--- src/sv/ffr_pkg.sv ---
// ----------------------------------------------------------------------------
// ffr_pkg
// Shared types and constants of the fragmented frame receiver.
// ----------------------------------------------------------------------------
package ffr_pkg;

  localparam logic [7:0] START_BYTE  = 8'h01;
  localparam logic [7:0] END_BYTE    = 8'h04;
  localparam logic [8:0] PAYLOAD_POS = 9'd7;

  // header byte positions inside a frame
  localparam logic [8:0] POS_FLEN    = 9'd1;
  localparam logic [8:0] POS_MLEN_HI = 9'd2;
  localparam logic [8:0] POS_MLEN_LO = 9'd3;
  localparam logic [8:0] POS_CMD     = 9'd4;
  localparam logic [8:0] POS_OFF_HI  = 9'd5;
  localparam logic [8:0] POS_OFF_LO  = 9'd6;

  localparam int unsigned ResultW = 45;
  localparam int unsigned ResultBytesW = 48;

  typedef enum logic [2:0] {
    EV_CONSUMED = 3'd0,
    EV_IGNORED  = 3'd1,
    EV_PAYLOAD  = 3'd2,
    EV_DONE     = 3'd3,
    EV_FRAGMENT = 3'd4,
    EV_ERROR    = 3'd5
  } ffr_event_e;

  typedef enum logic [3:0] {
    PH_HUNT   = 4'b0001,
    PH_HEADER = 4'b0010,
    PH_DATA   = 4'b0100,
    PH_END    = 4'b1000
  } ffr_phase_e;

  // packed from the lowest bit up: event, payload byte, index, command, length
  typedef struct packed {
    logic [15:0] message_length;
    logic [7:0]  command_code;
    logic [9:0]  payload_index;
    logic [7:0]  payload_byte;
    ffr_event_e  event_res;
  } ffr_result_t;

endpackage

--- src/sv/ffr_parser.sv ---
// ----------------------------------------------------------------------------
// ffr_parser
// Frame parse state and message reassembly state, updated once per byte.
// ----------------------------------------------------------------------------
module ffr_parser #(
  parameter int unsigned BufferDepth = 1024
) (
  input  logic                clk_i,
  input  logic                rst_ni,
  input  logic                step_i,
  input  logic [7:0]          byte_i,
  input  logic [7:0]          invalid_cmd_i,
  output ffr_pkg::ffr_result_t result_o
);
  import ffr_pkg::*;

  localparam int unsigned CntW = $clog2(BufferDepth + 1);

  ffr_phase_e      phase_q, phase_d;
  logic [8:0]      pos_q, pos_d;
  logic [7:0]      flen_q, flen_d;
  logic [7:0]      hlen_hi_q, hlen_hi_d;
  logic [7:0]      hlen_lo_q, hlen_lo_d;
  logic [7:0]      hcmd_q, hcmd_d;
  logic [7:0]      hoff_hi_q, hoff_hi_d;
  logic [15:0]     alen_q, alen_d;
  logic [7:0]      acmd_q, acmd_d;
  logic [15:0]     roff_q, roff_d;
  logic [CntW-1:0] cnt_q, cnt_d;

  logic [15:0]      hlen;
  logic [15:0]      hoff;
  logic [7:0]       plen;
  logic [16:0]      frag_end;
  logic             hdr_ok;
  logic             ok;
  logic [CntW+9:0]  cnt_ext;
  ffr_result_t      res;

  always_comb begin
    hlen     = {hlen_hi_q, hlen_lo_q};
    hoff     = {hoff_hi_q, byte_i};
    plen     = flen_q - 8'(PAYLOAD_POS - 9'd1);
    frag_end = {1'b0, hoff} + {9'b0, plen};
    hdr_ok   = ({1'b0, flen_q} >= PAYLOAD_POS) && (hlen != 16'd0) &&
               (hcmd_q != invalid_cmd_i) && (frag_end <= {1'b0, hlen});
    if (alen_q != 16'd0) begin
      hdr_ok = hdr_ok && (alen_q == hlen) && (acmd_q == hcmd_q) && (roff_q == hoff);
    end
    cnt_ext = {10'b0, cnt_q};
  end

  always_comb begin
    phase_d   = phase_q;
    pos_d     = pos_q;
    flen_d    = flen_q;
    hlen_hi_d = hlen_hi_q;
    hlen_lo_d = hlen_lo_q;
    hcmd_d    = hcmd_q;
    hoff_hi_d = hoff_hi_q;
    alen_d    = alen_q;
    acmd_d    = acmd_q;
    roff_d    = roff_q;
    cnt_d     = cnt_q;
    ok        = 1'b1;
    res       = '0;
    res.event_res = EV_CONSUMED;

    case (phase_q)
      PH_HUNT: begin
        if (byte_i == START_BYTE) begin
          phase_d = PH_HEADER;
          pos_d   = POS_FLEN;
        end else begin
          res.event_res = EV_IGNORED;
        end
      end
      PH_HEADER: begin
        case (pos_q)
          POS_FLEN:    flen_d    = byte_i;
          POS_MLEN_HI: hlen_hi_d = byte_i;
          POS_MLEN_LO: hlen_lo_d = byte_i;
          POS_CMD:     hcmd_d    = byte_i;
          POS_OFF_HI:  hoff_hi_d = byte_i;
          POS_OFF_LO: begin
            if (hdr_ok) begin
              phase_d = PH_DATA;
              // first fragment opens the message
              if (alen_q == 16'd0) begin
                alen_d = hlen;
                acmd_d = hcmd_q;
              end
            end else begin
              ok = 1'b0;
            end
          end
          default: ok = 1'b0;
        endcase
        pos_d = pos_q + 9'd1;
      end
      PH_DATA: begin
        if (cnt_q < CntW'(BufferDepth)) begin
          res.event_res      = EV_PAYLOAD;
          res.payload_byte   = byte_i;
          res.payload_index  = cnt_ext[9:0];
          res.command_code   = acmd_q;
          res.message_length = alen_q;
          cnt_d  = cnt_q + CntW'(1);
          roff_d = roff_q + 16'd1;
          if (pos_q == {1'b0, flen_q}) begin
            phase_d = PH_END;
          end
          pos_d = pos_q + 9'd1;
        end else begin
          ok = 1'b0;
        end
      end
      PH_END: begin
        if (byte_i == END_BYTE) begin
          res.command_code   = acmd_q;
          res.message_length = alen_q;
          phase_d = PH_HUNT;
          pos_d   = '0;
          if (roff_q == alen_q) begin
            res.event_res = EV_DONE;
            alen_d = '0;
            roff_d = '0;
            cnt_d  = '0;
          end else begin
            res.event_res = EV_FRAGMENT;
          end
        end else begin
          ok = 1'b0;
        end
      end
      default: ok = 1'b0;
    endcase

    // any error drops the frame and the open message
    if (!ok) begin
      phase_d = PH_HUNT;
      pos_d   = '0;
      alen_d  = '0;
      roff_d  = '0;
      cnt_d   = '0;
      res     = '0;
      res.event_res = EV_ERROR;
    end
  end

  assign result_o = res;

  always_ff @(posedge clk_i or negedge rst_ni) begin
    if (!rst_ni) begin
      phase_q   <= PH_HUNT;
      pos_q     <= '0;
      flen_q    <= '0;
      hlen_hi_q <= '0;
      hlen_lo_q <= '0;
      hcmd_q    <= '0;
      hoff_hi_q <= '0;
      alen_q    <= '0;
      acmd_q    <= '0;
      roff_q    <= '0;
      cnt_q     <= '0;
    end else if (step_i) begin
      phase_q   <= phase_d;
      pos_q     <= pos_d;
      flen_q    <= flen_d;
      hlen_hi_q <= hlen_hi_d;
      hlen_lo_q <= hlen_lo_d;
      hcmd_q    <= hcmd_d;
      hoff_hi_q <= hoff_hi_d;
      alen_q    <= alen_d;
      acmd_q    <= acmd_d;
      roff_q    <= roff_d;
      cnt_q     <= cnt_d;
    end
  end

  as_phase_onehot: assert property (@(posedge clk_i) disable iff (!rst_ni)
    $onehot(phase_q))
    else $error("parse phase not one-hot");

  as_hunt_pos: assert property (@(posedge clk_i) disable iff (!rst_ni)
    (phase_q == PH_HUNT) |-> (pos_q == 9'd0))
    else $error("frame position nonzero while hunting");

  as_cnt_bound: assert property (@(posedge clk_i) disable iff (!rst_ni)
    cnt_q <= CntW'(BufferDepth))
    else $error("stored count beyond buffer depth");

  as_open_msg: assert property (@(posedge clk_i) disable iff (!rst_ni)
    (phase_q == PH_DATA || phase_q == PH_END) |-> (alen_q != 16'd0))
    else $error("payload phase without open message");

endmodule

--- src/sv/fragmented_frame_receiver_top.sv ---
// ----------------------------------------------------------------------------
// fragmented_frame_receiver_top
// Link byte parser that checks frame headers and reassembles fragments.
// ----------------------------------------------------------------------------
// Bytes of the link stream enter on the s_axis channel, one byte per request.
// Every byte gives exactly one result request on m_axis: an event code and,
// for payload bytes, the byte with its index in the reassembled message,
// plus the open message's command and message length (done, fragment too).
// The cfg channel writes the invalid command code; it is always ready and
// is meant to be written while no byte is in flight.
// A result passes through the input register and then the result register.
// Throughput: one byte per cycle while m_axis does not stall; the parse state
// is updated as a byte moves from the input register to the result register.
// When m_axis stalls, the result register holds and the input register
// takes one more byte, then s_axis_tready drops until the result is taken.
// Reset clears both valid flags, the parse state (back to hunting the start
// byte, no message open) and sets the invalid command code to zero.
// ----------------------------------------------------------------------------
module fragmented_frame_receiver_top #(
  parameter int unsigned BufferDepth = 1024
) (
  input  logic                               clk_i,
  input  logic                               rst_ni,
  input  logic                               s_axis_tvalid,
  output logic                               s_axis_tready,
  input  logic [7:0]                         s_axis_tdata,   // rx_byte
  output logic                               m_axis_tvalid,
  input  logic                               m_axis_tready,
  // event_res[2:0], payload_byte[10:3], payload_index[20:11],
  // command_code[28:21], message_length[44:29], zero pad[47:45]
  output logic [ffr_pkg::ResultBytesW-1:0]   m_axis_tdata,
  input  logic                               cfg_valid_i,
  output logic                               cfg_ready_o,
  input  logic [7:0]                         cfg_data_i      // invalid_command_code
);
  import ffr_pkg::*;

  logic        in_valid_q;
  logic [7:0]  in_byte_q;
  logic        out_valid_q;
  ffr_result_t out_q;
  ffr_result_t res;
  logic [7:0]  inv_cmd_q;
  logic        advance;

  assign advance       = in_valid_q && (!out_valid_q || m_axis_tready);
  assign s_axis_tready = !in_valid_q || advance;
  assign cfg_ready_o   = 1'b1;

  ffr_parser #(
    .BufferDepth(BufferDepth)
  ) u_parser (
    .clk_i        (clk_i),
    .rst_ni       (rst_ni),
    .step_i       (advance),
    .byte_i       (in_byte_q),
    .invalid_cmd_i(inv_cmd_q),
    .result_o     (res)
  );

  always_ff @(posedge clk_i or negedge rst_ni) begin
    if (!rst_ni) begin
      inv_cmd_q <= '0;
    end else if (cfg_valid_i) begin
      inv_cmd_q <= cfg_data_i;
    end
  end

  always_ff @(posedge clk_i or negedge rst_ni) begin
    if (!rst_ni) begin
      in_valid_q <= 1'b0;
    end else if (s_axis_tready) begin
      in_valid_q <= s_axis_tvalid;
    end
  end

  always_ff @(posedge clk_i) begin
    if (s_axis_tready && s_axis_tvalid) begin
      in_byte_q <= s_axis_tdata;
    end
  end

  always_ff @(posedge clk_i or negedge rst_ni) begin
    if (!rst_ni) begin
      out_valid_q <= 1'b0;
    end else if (advance) begin
      out_valid_q <= 1'b1;
    end else if (m_axis_tready) begin
      out_valid_q <= 1'b0;
    end
  end

  always_ff @(posedge clk_i) begin
    if (advance) begin
      out_q <= res;
    end
  end

  assign m_axis_tvalid = out_valid_q;
  assign m_axis_tdata  = {{(ResultBytesW - ResultW){1'b0}}, out_q};

  as_no_drop: assert property (@(posedge clk_i) disable iff (!rst_ni)
    (in_valid_q && !advance) |-> (out_valid_q && !m_axis_tready))
    else $error("input byte held without output stall");

  as_result_loaded: assert property (@(posedge clk_i) disable iff (!rst_ni)
    advance |=> out_valid_q)
    else $error("processed byte gave no result");

  as_error_clean: assert property (@(posedge clk_i) disable iff (!rst_ni)
    (out_valid_q && out_q.event_res == EV_ERROR) |->
      (out_q.command_code == 8'd0 && out_q.message_length == 16'd0))
    else $error("error result carries message fields");

  as_payload_len: assert property (@(posedge clk_i) disable iff (!rst_ni)
    (out_valid_q && out_q.event_res == EV_PAYLOAD) |-> (out_q.message_length != 16'd0))
    else $error("payload byte without message length");

endmodule

--- config.mk ---
export PLATFORM = sky130hd
export DESIGN_NAME = fragmented_frame_receiver_top
export DESIGN_NICKNAME = d
export VERILOG_FILES = /design/src/sv/ffr_pkg.sv /design/src/sv/ffr_parser.sv /design/src/sv/fragmented_frame_receiver_top.sv
export SDC_FILE = /design/constraint.sdc
export NUM_CORES = 1
export LEC_CHECK = 0
export BUFFER_PORTS_ARGS = -buffer_cell sky130_fd_sc_hd__buf_2
export CORE_ASPECT_RATIO = 0.5
export CORE_MARGIN = 2
export CORE_UTILIZATION = 45
export DETAILED_ROUTE_END_ITERATION = 12
export PLACE_DENSITY = 0.73
export SYNTH_ARGS = -nofsm -noshare
export SYNTH_HDL_FRONTEND = slang
export SYNTH_SLANG_ARGS = --single-unit
--- constraint.sdc ---
create_clock -name clk_i -period 6.6 [get_ports clk_i]
set_input_delay 1.32 -clock clk_i [delete_from_list [all_inputs] [get_ports clk_i]]
set_output_delay 1.32 -clock clk_i [all_outputs]
set_load 0.03 [all_outputs]
# Word-level counts from Yosys, hierarchy flattened
# Cells that the tools add are included.
dict set report word_totals {
  in_bits 21
  mem_bits_ro 0
  reg_bits 167
  mem_count 0
  output_inout_bits 51
  ram_bits 0
  latchBits 0
  word_cells 128
}
dict set report classes {
  mul 0
  eq_ne 29
  bitwise 0
  reduce_logical 28
  n_lt_le_gt_ge 3
  n_shift 0
  mux 43
  n_addsub 5
  n_div 0
}
# op n
set op_table {}
lappend op_table {{two-way mux 16 bit} 8}
lappend op_table {{one-hot mux 16 bit (2 select lines)} 2}
lappend op_table {{equality test 16 bit} 3}
lappend op_table {{one-hot mux 24 bit (2 select lines)} 1}
lappend op_table {{two-way mux 45 bit} 1}
lappend op_table {{two-way mux 11 bit} 4}
lappend op_table {{two-way mux 9 bit} 4}
lappend op_table {{one-hot mux 9 bit (4 select lines)} 1}
lappend op_table {{nonzero test 16 bit} 2}
lappend op_table {{two-way mux 4 bit} 7}
lappend op_table {{equality test 9 x 3 -> 1 bit, second input constant} 3}
lappend op_table {{!= test 3 bit, second input constant} 9}
lappend op_table {{two-way mux 24 bit} 1}
lappend op_table {{one-hot mux 11 bit (2 select lines)} 1}
lappend op_table {{equality test 9 x 2 -> 1 bit, second input constant} 2}
lappend op_table {{AND reduction 3 bit} 6}
lappend op_table {{adder 16 x 8 -> 17 bit} 1}
lappend op_table {{less-or-equal comparator 17 x 16 -> 1 bit} 1}
lappend op_table {{adder 16 x 1 -> 16 bit, second input constant} 1}
lappend op_table {{zero test 16 bit} 1}
lappend op_table {{one-hot mux 4 bit (4 select lines)} 1}
lappend op_table {{AND reduction 5 bit} 3}
lappend op_table {{adder 11 x 1 -> 11 bit, second input constant} 1}
lappend op_table {{less-than comparator 11 bit, second input constant} 1}
lappend op_table {{27 further kinds} 43}

# Depth between registers and ports, before layout
# Gate-level depths: netlist of the first run.
dict set report logic_depth {
  word_depth 13
  mapped_depth 21
  ltp_nobuf 19
}

# Cells and area by module
# A second synthesis of the first run with hierarchy kept.
dict set report hier_totals {
  hier_cells 894
  hier_area_um2 9531.6
}
# mod seq_area_each_um2 cells_per_inst instances area_each_um2
set modules_own_cells {}
lappend modules_own_cells {ffr_parser 2603.7 810 1 7482.2}
lappend modules_own_cells {fragmented_frame_receiver_top 1841.8 84 1 2049.5}

# Least setup slack after synthesis of the first run
# No wires, ideal clock.
dict set report synth_timing {
  path_type {register to register}
  startpoint {register u_parser.flen_q[6]}
  endpoint {register u_parser.phase_q[1]}
  required_time_ps 6475
  t_arrival_ps 4450
  setup_slack_ps 2025
  stages_incl_launch_ff 20
  period_less_slack_ps 4575
  path_cell_list {dfrtp_1 > or4_1 > nor2_1 > xor2_1 > ha_1 > clkbuf_1 > inv_1 > a21oi_1 > nor2_1 > nor4_1 > xor2_1 > ha_1 > a21o_1 > a21o_1 > a21oi_1 > nand2_1 > or4_1 > buf_2 > a21oi_2 > mux2_2}
}
dict set report synth_via {
  elab_chain_len 13
  word_cells_on_any_way 24
  classes_between {add/sub: 2; order compare: 2; eq/ne: 8; mux: 5; reduce/logical: 7}
}
# item line_no
set synth_rtl {}
lappend synth_rtl {{from (decl)} ffr_parser.sv:21} ;# logic [7:0] flen_q, flen_d;
lappend synth_rtl {{from (signal assigned)} ffr_parser.sv:169} ;# flen_q <= flen_d;
lappend synth_rtl {{subtractor 8 x 3 -> 8 bit or greater-or-equal comparator 8 x 3 -> 1 bit (tied branches)} {ffr_parser.sv:43, ffr_parser.sv:45}}
lappend synth_rtl {{adder 16 x 8 -> 17 bit or logical AND 1 bit (tied branches)} {ffr_parser.sv:44, ffr_parser.sv:45}}
lappend synth_rtl {{less-or-equal comparator 17 x 16 -> 1 bit or logical AND 1 bit (tied branches)} {ffr_parser.sv:46, ffr_parser.sv:45}}
lappend synth_rtl {{logical AND 1 bit} ffr_parser.sv:46} ;# (hcmd_q != invalid_cmd_i) && (frag_end <= {1'b0, hlen});
lappend synth_rtl {{logical AND 1 bit (3 in a row)} ffr_parser.sv:48} ;# hdr_ok = hdr_ok && (alen_q == hlen) && (acmd_q == hcmd_q) && (roff_q == hoff);
lappend synth_rtl {{two-way mux 1 bit} ffr_parser.sv:47} ;# if (alen_q != 16'd0) begin
lappend synth_rtl {{two-way mux 1 bit} ffr_parser.sv:86} ;# if (hdr_ok) begin
lappend synth_rtl {{one-hot mux 1 bit (2 select lines)} ffr_parser.sv:79} ;# case (pos_q)
lappend synth_rtl {{one-hot mux 1 bit (4 select lines)} ffr_parser.sv:69} ;# case (phase_q)
lappend synth_rtl {{!= test 5 bit (no source line) (tied with other cells)} --}
lappend synth_rtl {{AND reduction 8 bit (no source line)} --}
lappend synth_rtl {{to (signal assigned)} ffr_parser.sv:167} ;# phase_q <= phase_d;
lappend synth_rtl {{to (decl)} ffr_parser.sv:19} ;# ffr_phase_e phase_q, phase_d;
# Parallel ways exist; a longest one is shown, timed or not.
# A chain may end at the register's enable or synchronous reset.

# Final worst setup path of the first run
dict set report layout_timing {
  startpoint {register u_parser.flen_q[1]}
  endpoint {register u_parser.phase_q[3]}
}
# The elaborated chain is that of the path after synthesis.

==> summary.txt, run 1 <==
Run status
  – Run status: completed

GRT
  – Aggregate global routing overflow: 0
  – Global-route wire length before repair: 38,600 um
  – Pin count of the biggest net entering global routing: 64
  – Tot GR Track Use: 22.7%
  – Initial antenna violation count: 0
  – Vias in the first global route: 6,829

Worst hold path
  – Hold Path Sink: m_axis_tvalid
  – Hold depth: 1
  – Worst Hold Launch: in_valid_q
  – Worst Hold Class: flop to flop

Clocking
  – Cts repair resizes: 0
  – Postcts setup bufs: 0
  – H-tree level count: 4
  – Clock sink count: 167
  – TritonCTS clock tree: done
  – Root Driver: clkbuf_16
  – Worst-Skew Late Latency: 0.44 ns
  – Bufs on Longest Clock Path: 2
  – Clock transition at the registers of the reported paths: 0.06 ns
  – Inserted Clock Buffers: 17
  – CTS Hold Buffers Added: 0

Setup path
  – WP data required: 6.92 ns
  – Crit-path max FO: 10
  – Crit start category: flop
  – CP max stage cell: or4_1
  – R2R depth: 17
  – CP endpoint kind: flop
  – Worst flop-to-flop path endpoint: u_parser.phase_q[3]
  – Worst R2R Setup Slack: 1.28 ns
  – Worst-path cell chain: ha_1 -> xnor2_1 -> ha_1 -> nand2_1 -> o21ai_0 -> a21oi_1 -> o21ai_1 -> nand2_1 -> o311ai_0 -> ha_1 -> a21oi_1 -> a21boi_0 -> a311oi_1 -> a21oi_1 -> or4_1 -> a21oi_2 -> mux2_2
  – Worst path max stage delay: 0.79 ns
  – CP Class: flop to flop
  – Worst r2r src: u_parser.flen_q[1]
  – Critical Path AT: 5.64 ns

Yosys
  – Sequential area share after synthesis: 46.8%
  – Commonest register cell after synthesis: dfrtp_1
  – Number of synthesized register bits: 167
  – Syn avg cell area: 10.5 um^2
  – Async SR Flop Fraction: 68.3%
  – Cell Area, Synth: 9510 um^2
  – Post-synth EDFFs: 53
  – Syn Inst Count: 907
  – Yosys cell types: 75
  – Ys Warns: 0

Layout
  – Storage cell area: 4450 um^2
  – Area growth from synthesis to layout: 10.8%
  – Filler instances: 1,879
  – Commonest non-fill, non-tap cell in the layout: dfrtp_1
  – Most frequent cells in the layout: dfrtp_1, xnor2_1, buf_2
  – Multi-input logic area: 4590 um^2
  – Layout cells sized above 1: 17.6%
  – N_diodes: 0
  – Final net count: 1,006

Power
  – Pwr per Cell Area: 351 nW/um^2
  – Worst vdd ir: 214 uV
  – P_leak: 4.39 nW

Route
  – Detailed-route wire length per cell: 19.6 um
  – Via density: 5.82
  – DR iter-0 viols: 543
  – Antenna viol nets, final: 0
  – Post-Route WL: 24,300 um
  – DRT Pass-1 Iters: 6
  – Residual DRC: 0
  – Vias after detailed routing: 7,205

STA
  – Fin. max-slew vios: 0
  – Part of the cycle the worst path needs: 80.6%
  – Setup TNS: 0 ns
  – RSZ-0062 raised after global routing: no
  – Final hold slack: 0.484 ns
  – Relative slew slack: 30.4%
  – FMAX: 188 MHz
  – Worst Max-Slew Pin Slew: 1.04 ns
  – Clk_skew: 0.0141 ns
  – Setup violations, final: 0
  – Min cycle time layout: 5.32 ns
  – Endpoints failing hold: 0

Place
  – Port buffer count: 67
  – DP HPWL: 17,400 um
  – GPL Wtd Cong: 0.952

Floorplan
  – Top-Level Pins: 72
  – Starting Density: 46.0%
  – Cell Rows: 37
  – Die Y: 107 um
  – Die ar.: 22,400 um^2
  – Horiz. Die Dim: 210 um
  – CORE AREA: 20,600 um^2

Flow run
  – Max capacitance violation total: 0
## routing by layer
layer,vias to the layer above,share of wire [%],GRT usage [%]
met5,-,0,0
met4,0,1.8,7.19
met3,29,7.7,5.51
met2,266,42,32.7
met1,3534,48,33.6
li1,3376,-,-
## registers in the layout, summed over array words and instances, names as in the netlist, 8 cells and up
name                cells
u_parser.roff_q        16
u_parser.hlen_hi_q      8
m_axis_tdata           45
u_parser.alen_q        16
u_parser.pos_q          9
u_parser.hcmd_q         8
u_parser.cnt_q         11
u_parser.hoff_hi_q      8
u_parser.hlen_lo_q      8
u_parser.acmd_q         8
in_byte_q               8
inv_cmd_q               8
u_parser.flen_q         8
## area by class of cell
cell class / instances / area share [%]
multi-input combinational: 632 / 43.6
sequential: 167 / 42.2
clock buffer: 22 / 4.31
timing repair buffer: 78 / 3.99
tap: 273 / 3.24
inverter: 56 / 2.00
clock inverter: 10 / 0.665
## stage by stage
step                      setup slack (ns)  instances  util, %  power [mW]  instance area (um^2)
after global placement                1.47       1206     48.5        2.74                 10000
after CTS                             1.36       1238     51.0        3.70                 10500
after global routing                 0.896       1238     51.0        3.92                 10500
after floorplan                       2.03        909        -        2.43                  9510
after detailed placement              1.35       1206     48.5        2.79                 10000
final                                 1.28       1238     51.0        3.70                 10500
## logic make-up after synthesis
logic type	share of synthesized area [%]
other	0.0790
and+or+nand+nor	16.3
xor gates and xnor gates	8.20
muxes	6.54
DFF	46.8
buffers and inverters	5.13
AOI/OAI and AO/OA	12.5
adders and majority gates	4.42
## critical path, delay by kind of cell, from the launching register on
kind | cells | cell delay, ns
compound gates | 9 | 2.31
xor+xnor | 1 | 0.14
fa+ha+maj | 3 | 0.94
flops | 1 | 0.47
mux | 1 | 0.36
simple gates | 3 | 0.98
## synthesized netlist by cell type, drive strengths merged, types with 4 or more instances
library cell / n / share of area [%]
a211o: 4 / 0.37
and3: 7 / 0.46
ha: 32 / 4.2
nor2b: 5 / 0.33
a21oi: 60 / 3.2
xnor2: 69 / 6.4
or2: 4 / 0.26
o41ai: 5 / 0.46
nor2: 29 / 1.2
or4: 16 / 1.3
or3: 4 / 0.26
a221oi: 4 / 0.37
inv: 56 / 2.2
o2111ai: 5 / 0.64
and4: 7 / 0.64
a21o: 9 / 0.72
and2: 30 / 2.0
dfrtp: 113 / 30
o31ai: 20 / 1.6
nor4: 21 / 1.8
o21ai: 49 / 2.6
buf: 31 / 2.0
a22o: 5 / 0.46
xor2: 20 / 1.8
mux2: 41 / 4.9
clkbuf: 23 / 0.91
nand2b: 14 / 0.92
nand4: 23 / 1.5
nor3: 10 / 0.53
mux2i: 16 / 1.7
nand3: 24 / 1.3
o211ai: 4 / 0.32
edfxtp: 53 / 17
or4b: 5 / 0.57
nand2: 57 / 2.3
## worst max path at each step
stage | cells after the start | from | to
floorplan | 19 | u_parser.flen_q[6] | u_parser.phase_q[1]
global placement | 17 | u_parser.flen_q[1] | u_parser.phase_q[3]
detailed placement | 17 | u_parser.flen_q[1] | u_parser.phase_q[3]
CTS | 17 | u_parser.flen_q[1] | u_parser.phase_q[3]
global route | 17 | u_parser.flen_q[1] | u_parser.phase_q[3]
finish | 17 | u_parser.flen_q[1] | u_parser.phase_q[3]
## report_power, final
group	switching, mW	leakage [nW]	total, mW	internal (mW)
Combinational	0.818	2.17	1.36	0.544
Clock	0.412	0.247	0.904	0.492
Sequential	0.211	1.97	1.43	1.22
Total	1.44	4.39	3.70	2.25
(Power assumes the default switching activity.)
==> run 2: changes to the inputs <==
- clock period: 6.6 -> 5 ns (I/O delays scaled with it)
==> summary.txt, run 2 (synthesis results as in run 1) <==
Place
  – GPL Wtd Cong: 0.968 (was 0.952)
  – Dpl ws: 0.0661 ns (was 1.35 ns)
  – Port buffer count: 67 (unchanged)
  – DP HPWL: 18,000 um (was 17,400 um)
  – Placed instance area: 10,200 um^2 (was 10,000 um^2)

STA
  – Setup violations, final: 0 (unchanged)
  – Relative slew slack: 32.7% (was 30.4%)
  – Setup TNS: 0 ns (unchanged)
  – Clk_skew: 0.0112 ns (was 0.0141 ns)
  – Worst Max-Slew Pin Slew: 1.01 ns (was 1.04 ns)
  – FMAX: 209 MHz (was 188 MHz)
  – PnR worst setup slack: 0.223 ns (was 1.28 ns)
  – Endpoints failing hold: 0 (unchanged)
  – Final hold slack: 0.470 ns (was 0.484 ns)
  – Fin. max-slew vios: 0 (unchanged)
  – Min cycle time layout: 4.78 ns (was 5.32 ns)
  – Part of the cycle the worst path needs: 95.5% (was 80.6%)

Floorplan
  – Starting Density: 46.0% (unchanged)
  – Die Y: 107 um (unchanged)
  – Cell Rows: 37 (unchanged)
  – Horiz. Die Dim: 210 um (unchanged)
  – Top-Level Pins: 72 (unchanged)
  – CORE AREA: 20,600 um^2 (unchanged)
  – Die ar.: 22,400 um^2 (unchanged)

Clocking
  – Clock sink count: 167 (unchanged)
  – Worst-Skew Late Latency: 0.45 ns (was 0.44 ns)
  – Inserted Clock Buffers: 17 (unchanged)
  – TritonCTS clock tree: done (unchanged)
  – Bufs on Longest Clock Path: 2 (unchanged)
  – Clock transition at the registers of the reported paths: 0.07 ns (was 0.06 ns)
  – CTS Hold Buffers Added: 0 (unchanged)
  – Root Driver: clkbuf_16 (unchanged)
  – H-tree level count: 4 (unchanged)

Worst hold path
  – Worst Hold Class: input pin to asynchronous set/reset pin (was flop to flop)

Layout
  – Final Instance Area: 10,800 um^2 (was 10,500 um^2)
  – Largest register FFs: 45 (unchanged)
  – Final net count: 1,027 (was 1,006)
  – Storage cell area: 4450 um^2 (about the same)
  – Final core occ: 52.5% (was 51.0%)
  – Layout cells sized above 1: 21.0% (was 17.6%)
  – Multi-input logic area: 4630 um^2 (was 4590 um^2)
  – Filler instances: 1,805 (was 1,879)
  – N_diodes: 0 (unchanged)
  – Most frequent cells in the layout: dfrtp_1, xnor2_1, buf_2 (unchanged)
  – Commonest non-fill, non-tap cell in the layout: dfrtp_1 (unchanged)
  – Area growth from synthesis to layout: 14.1% (was 10.8%)

Route
  – Vias after detailed routing: 7,364 (was 7,205)
  – Via density: 5.85 (was 5.82)
  – Antenna viol nets, final: 0 (unchanged)
  – Residual DRC: 0 (unchanged)
  – Detailed-route wire length per cell: 19.9 um (was 19.6 um)
  – Post-Route WL: 25,100 um (was 24,300 um)
  – DRT Pass-1 Iters: 5 (was 6)
  – DR iter-0 viols: 670 (was 543)

Power
  – Pwr per Cell Area: 476 nW/um^2 (was 351 nW/um^2)
  – Clock share of power: 25.7% (was 24.5%)
  – Worst vdd ir: 328 uV (was 214 uV)
  – Sequential power share: 36.7% (was 38.7%)
  – Comb pwr share: 37.6% (was 36.9%)
  – P_leak: 4.54 nW (was 4.39 nW)
  – Net Sw Frac: 39.7% (was 39.0%)
  – P_sw: 2.05 mW (was 1.44 mW)
  – P_int: 3.11 mW (was 2.25 mW)

GRT
  – Pin count of the biggest net entering global routing: 57 (was 64)
  – Vias in the first global route: 7,143 (was 6,829)
  – Aggregate global routing overflow: 0 (unchanged)
  – Global-route wire length before repair: 39,400 um (was 38,600 um)
  – Initial antenna violation count: 0 (unchanged)
  – Tot GR Track Use: 23.2% (was 22.7%)

Setup path
  – Critical path's most frequent cell: a21oi_1
  – Crit-path leading delay family: simple AND/OR/NAND/NOR gates (was compound AO/OA/AOI/OAI gates)
  – WP data required: 5.35 ns (was 6.92 ns)
  – CP bufs+invs: 5 (was 0)
  – Crit-path max FO: 39 (was 10)
  – Crit start category: flop (unchanged)
  – Worst-path cell chain: buf_4 -> a21oi_1 -> xor2_1 -> ha_1 -> a21oi_1 -> inv_1 -> o31ai_1 -> a21oi_1 -> nor2_2 -> nor2_1 -> xor2_1 -> ha_1 -> and4_1 -> nand4_1 -> a21oi_2 -> nand2_1 -> buf_4 -> nor4_4 -> buf_12 -> buf_12 -> nor2_1 -> o31ai_1 (was ha_1 -> xnor2_1 -> ha_1 -> nand2_1 -> o21ai_0 -> a21oi_1 -> o21ai_1 -> nand2_1 -> o311ai_0 -> ha_1 -> a21oi_1 -> a21boi_0 -> a311oi_1 -> a21oi_1 -> or4_1 -> a21oi_2 -> mux2_2)
  – CP Class: flop to flop (unchanged)
  – CP endpoint kind: flop (unchanged)
  – CP max stage cell: dfrtp_2 (was or4_1)
  – Worst path max stage delay: 0.46 ns (was 0.79 ns)
  – Critical Path AT: 5.13 ns (was 5.64 ns)

Flow run
  – Max capacitance violation total: 0 (unchanged)

Run status
  – Run status: completed (unchanged)
-- run 2: timing repair --
| item | in CTS | in global routing |
|---|---|---|
| setup endpoints to repair | 0 | 64 |
| resized for setup | 0 | 14 |
| setup buffers | 0 | 4 |
-- run 2: worst paths after layout --
check,from,end,slack (ns),cells past startpoint
min in group clk_i,in_valid_q,m_axis_tvalid,0.49,1
worst max-delay path,u_parser.flen_q[3],u_parser.pos_q[0],0.22,22
worst min-delay path,rst_ni,u_parser.hcmd_q[5],0.47,1
worst max register to register,u_parser.flen_q[3],u_parser.pos_q[0],0.22,22
max in group asynchronous,rst_ni,u_parser.cnt_q[5],3.46,2
worst min register to register,in_valid_q,m_axis_tvalid,0.49,1
-- run 2: metal layers --
metal	vias to the layer above	routed length (um)	GRT usage (%)
met4	0	402	8.00
met3	39	2190	6.12
li1	3418	-	-
met5	-	0	0
met1	3630	11700	33.0
met2	277	10800	34.2
-- run 2: power by group through the flow --
stage	registers, mW	logic, mW	clock network (mW)
after floorplan	1.86	1.35	0
after global placement	1.89	1.77	0
after detailed placement	1.90	1.84	0
after CTS	1.87	1.85	1.34
after global routing	1.92	2.15	1.40
final	1.90	1.94	1.33
-- run 2: cell type report --
type	count	share of cell area, %
multi-input combinational	632	42.7
clock buffer	17	3.92
tap	273	3.15
clock inverter	15	1.44
sequential	167	41.0
inverter	56	1.94
timing repair buffer	99	5.84
-- run 2: through the flow --
step	cells	power [mW]
after global routing	1259	5.47
final	1259	5.16
after global placement	1222	3.66
after detailed placement	1222	3.73
after CTS	1254	5.06
after floorplan	909	3.21
-- run 2: worst reg2reg max path, cell delays in order (launching register included) --
cell and delay, ns:
dfrtp_2 0.46, buf_4 0.17, a21oi_1 0.18, xor2_1 0.24, ha_1 0.29, a21oi_1 0.23
inv_1 0.10, o31ai_1 0.19, a21oi_1 0.12, nor2_2 0.20, nor2_1 0.10, xor2_1 0.15
ha_1 0.30, and4_1 0.28, nand4_1 0.13, a21oi_2 0.19, nand2_1 0.09, buf_4 0.16
nor4_4 0.37, buf_12 0.19, buf_12 0.19, nor2_1 0.08, o31ai_1 0.28
==> run 3: changes to the inputs <==
- CORE_MARGIN: 2 -> 4
- GPL_TIMING_DRIVEN: default -> 0
==> summary.txt, run 3 (synthesis results as in run 1) <==
Route
  – DR iter-0 viols: 669 (was 670)
  – DRT Pass-1 Iters: 5 (unchanged)
  – Via density: 5.82 (was 5.85)
  – Antenna viol nets, final: 0 (unchanged)
  – Vias after detailed routing: 7,508 (was 7,364)
  – Post-Route WL: 26,300 um (was 25,100 um)
  – Detailed-route wire length per cell: 20.4 um (was 19.9 um)
  – Residual DRC: 0 (unchanged)

Place
  – Placed instance area: 10,200 um^2 (about the same)
  – DP HPWL: 18,900 um (was 18,000 um)
  – GPL Wtd Cong: 0.963 (was 0.968)
  – Dpl ws: -0.342 ns (was 0.0661 ns)
  – Port buffer count: 66 (was 67)

GRT
  – Global-route wire length before repair: 41,400 um (was 39,400 um)
  – Vias in the first global route: 7,294 (was 7,143)
  – Aggregate global routing overflow: 0 (unchanged)
  – Initial antenna violation count: 1 (was 0)
  – Tot GR Track Use: 22.4% (was 23.2%)
  – Pin count of the biggest net entering global routing: 60 (was 57)

STA
  – Final hold slack: 0.502 ns (was 0.470 ns)
  – Fin. max-slew vios: 0 (unchanged)
  – Relative slew slack: 8.02% (was 32.7%)
  – Part of the cycle the worst path needs: 96.5% (was 95.5%)
  – FMAX: 207 MHz (was 209 MHz)
  – PnR worst setup slack: 0.173 ns (was 0.223 ns)
  – Setup violations, final: 0 (unchanged)
  – Endpoints failing hold: 0 (unchanged)
  – Clk_skew: 0.0130 ns (was 0.0112 ns)
  – Min cycle time layout: 4.83 ns (was 4.78 ns)
  – Worst Max-Slew Pin Slew: 1.36 ns (was 1.01 ns)

Layout
  – Most frequent cells in the layout: dfrtp_1, buf_2, xnor2_1 (was dfrtp_1, xnor2_1, buf_2)
  – Area growth from synthesis to layout: 15.9% (was 14.1%)
  – Commonest non-fill, non-tap cell in the layout: dfrtp_1 (unchanged)
  – N_diodes: 0 (unchanged)
  – Final net count: 1,058 (was 1,027)
  – Layout cells sized above 1: 22.4% (was 21.0%)
  – Largest register FFs: 45 (unchanged)
  – Final Instance Area: 11,000 um^2 (was 10,800 um^2)

Run status
  – Run status: completed (unchanged)

Clocking
  – TritonCTS clock tree: done (unchanged)
  – Clock sink count: 167 (unchanged)
  – CTS Hold Buffers Added: 0 (unchanged)
  – Clock transition at the registers of the reported paths: 0.07 ns (about the same)
  – Root Driver: clkbuf_16 (unchanged)
  – H-tree level count: 4 (unchanged)
  – Bufs on Longest Clock Path: 2 (unchanged)
  – Inserted Clock Buffers: 17 (unchanged)
  – Worst-Skew Late Latency: 0.45 ns (about the same)

Setup path
  – Crit-path max FO: 10 (was 39)
  – Crit start category: flop (unchanged)
  – WP data required: 5.33 ns (was 5.35 ns)
  – CP Class: flop to flop (unchanged)
  – CP endpoint kind: flop (unchanged)
  – Critical Path AT: 5.16 ns (was 5.13 ns)

Flow run
  – Max capacitance violation total: 0 (unchanged)

Floorplan
  – Starting Density: 46.0% (unchanged)
  – Horiz. Die Dim: 214 um (was 210 um)
  – Die ar.: 23,700 um^2 (was 22,400 um^2)
  – Die Y: 111 um (was 107 um)
  – Top-Level Pins: 72 (unchanged)
  – CORE AREA: 20,600 um^2 (unchanged)
  – Cell Rows: 37 (unchanged)

Power
  – Pwr per Cell Area: 479 nW/um^2 (was 476 nW/um^2)
  – P_leak: 4.63 nW (was 4.54 nW)
  – Worst vdd ir: 309 uV (was 328 uV)
  – Total power: 5.28 mW (was 5.16 mW)

Worst hold path
  – Worst Hold Class: flop to flop (was input pin to asynchronous set/reset pin)
run 3: path summary, 6_finish.rpt:
| path | start | to | slack [ns] | cells after the start |
|---|---|---|---|---|
| min | in_valid_q | m_axis_tvalid | 0.50 | 1 |
| max reg2reg | u_parser.flen_q[5] | u_parser.phase_q[1] | 0.17 | 17 |
| max | u_parser.flen_q[5] | u_parser.phase_q[1] | 0.17 | 17 |
| min in group asynchronous | rst_ni | u_parser.cnt_q[8] | 0.53 | 1 |
| max in group asynchronous | rst_ni | u_parser.flen_q[1] | 3.76 | 2 |
| min reg2reg | in_valid_q | m_axis_tvalid | 0.50 | 1 |
run 3: critical path, stage by stage (launching register included):
cell	delay, ns
dfrtp_2	0.46
or4_1	0.56
nor2_1	0.13
xor2_1	0.29
ha_4	0.27
inv_1	0.10
a21oi_1	0.07
nor2_2	0.23
nor2_1	0.09
xor2_1	0.15
ha_1	0.30
and4_1	0.28
a311oi_2	0.34
a21oi_4	0.13
or4_1	0.54
buf_2	0.23
a21oi_4	0.18
mux2_2	0.35
run 3: through the flow:
step                      std cells  utilization [%]  TNS (ns)
after CTS                      1284             52.6         0
after global routing           1290             53.4   -0.0337
after global placement         1248             49.3    -11.36
final                          1290             53.4         0
after floorplan                 909                -         0
after detailed placement       1250             49.6    -16.67
run 3: cell type report:
| cell class | count | area (um^2) |
|---|---|---|
| sequential | 167 | 4450 |
| fill | 1789 | 9630 |
| clock inverter | 13 | 108 |
| inverter | 56 | 210 |
| timing repair buffer | 79 | 467 |
| multi-input combinational | 632 | 4700 |
| tap | 273 | 342 |
| buffer | 51 | 277 |
| clock buffer | 19 | 464 |
run 3: power by group:
group	switching (mW)	internal, mW
clock network	0.617	0.694
registers	0.286	1.61
logic	1.22	0.858
run 3: routing by layer:
layer | track usage (%) | share of wire, % | vias to the layer above
li1 | - | - | 3463
met1 | 33.9 | 47 | 3677
met2 | 32.0 | 43 | 313
met3 | 5.29 | 8.0 | 53
met4 | 6.35 | 2.0 | 2
met5 | 0 | 0.053 | -
run 3: repair_timing:
item | CTS | global route
pin swaps | 2 | 6
resized for setup | 9 | 27
buffers inserted | 3 | 8
endpoints found under the setup margin | 65 | 65
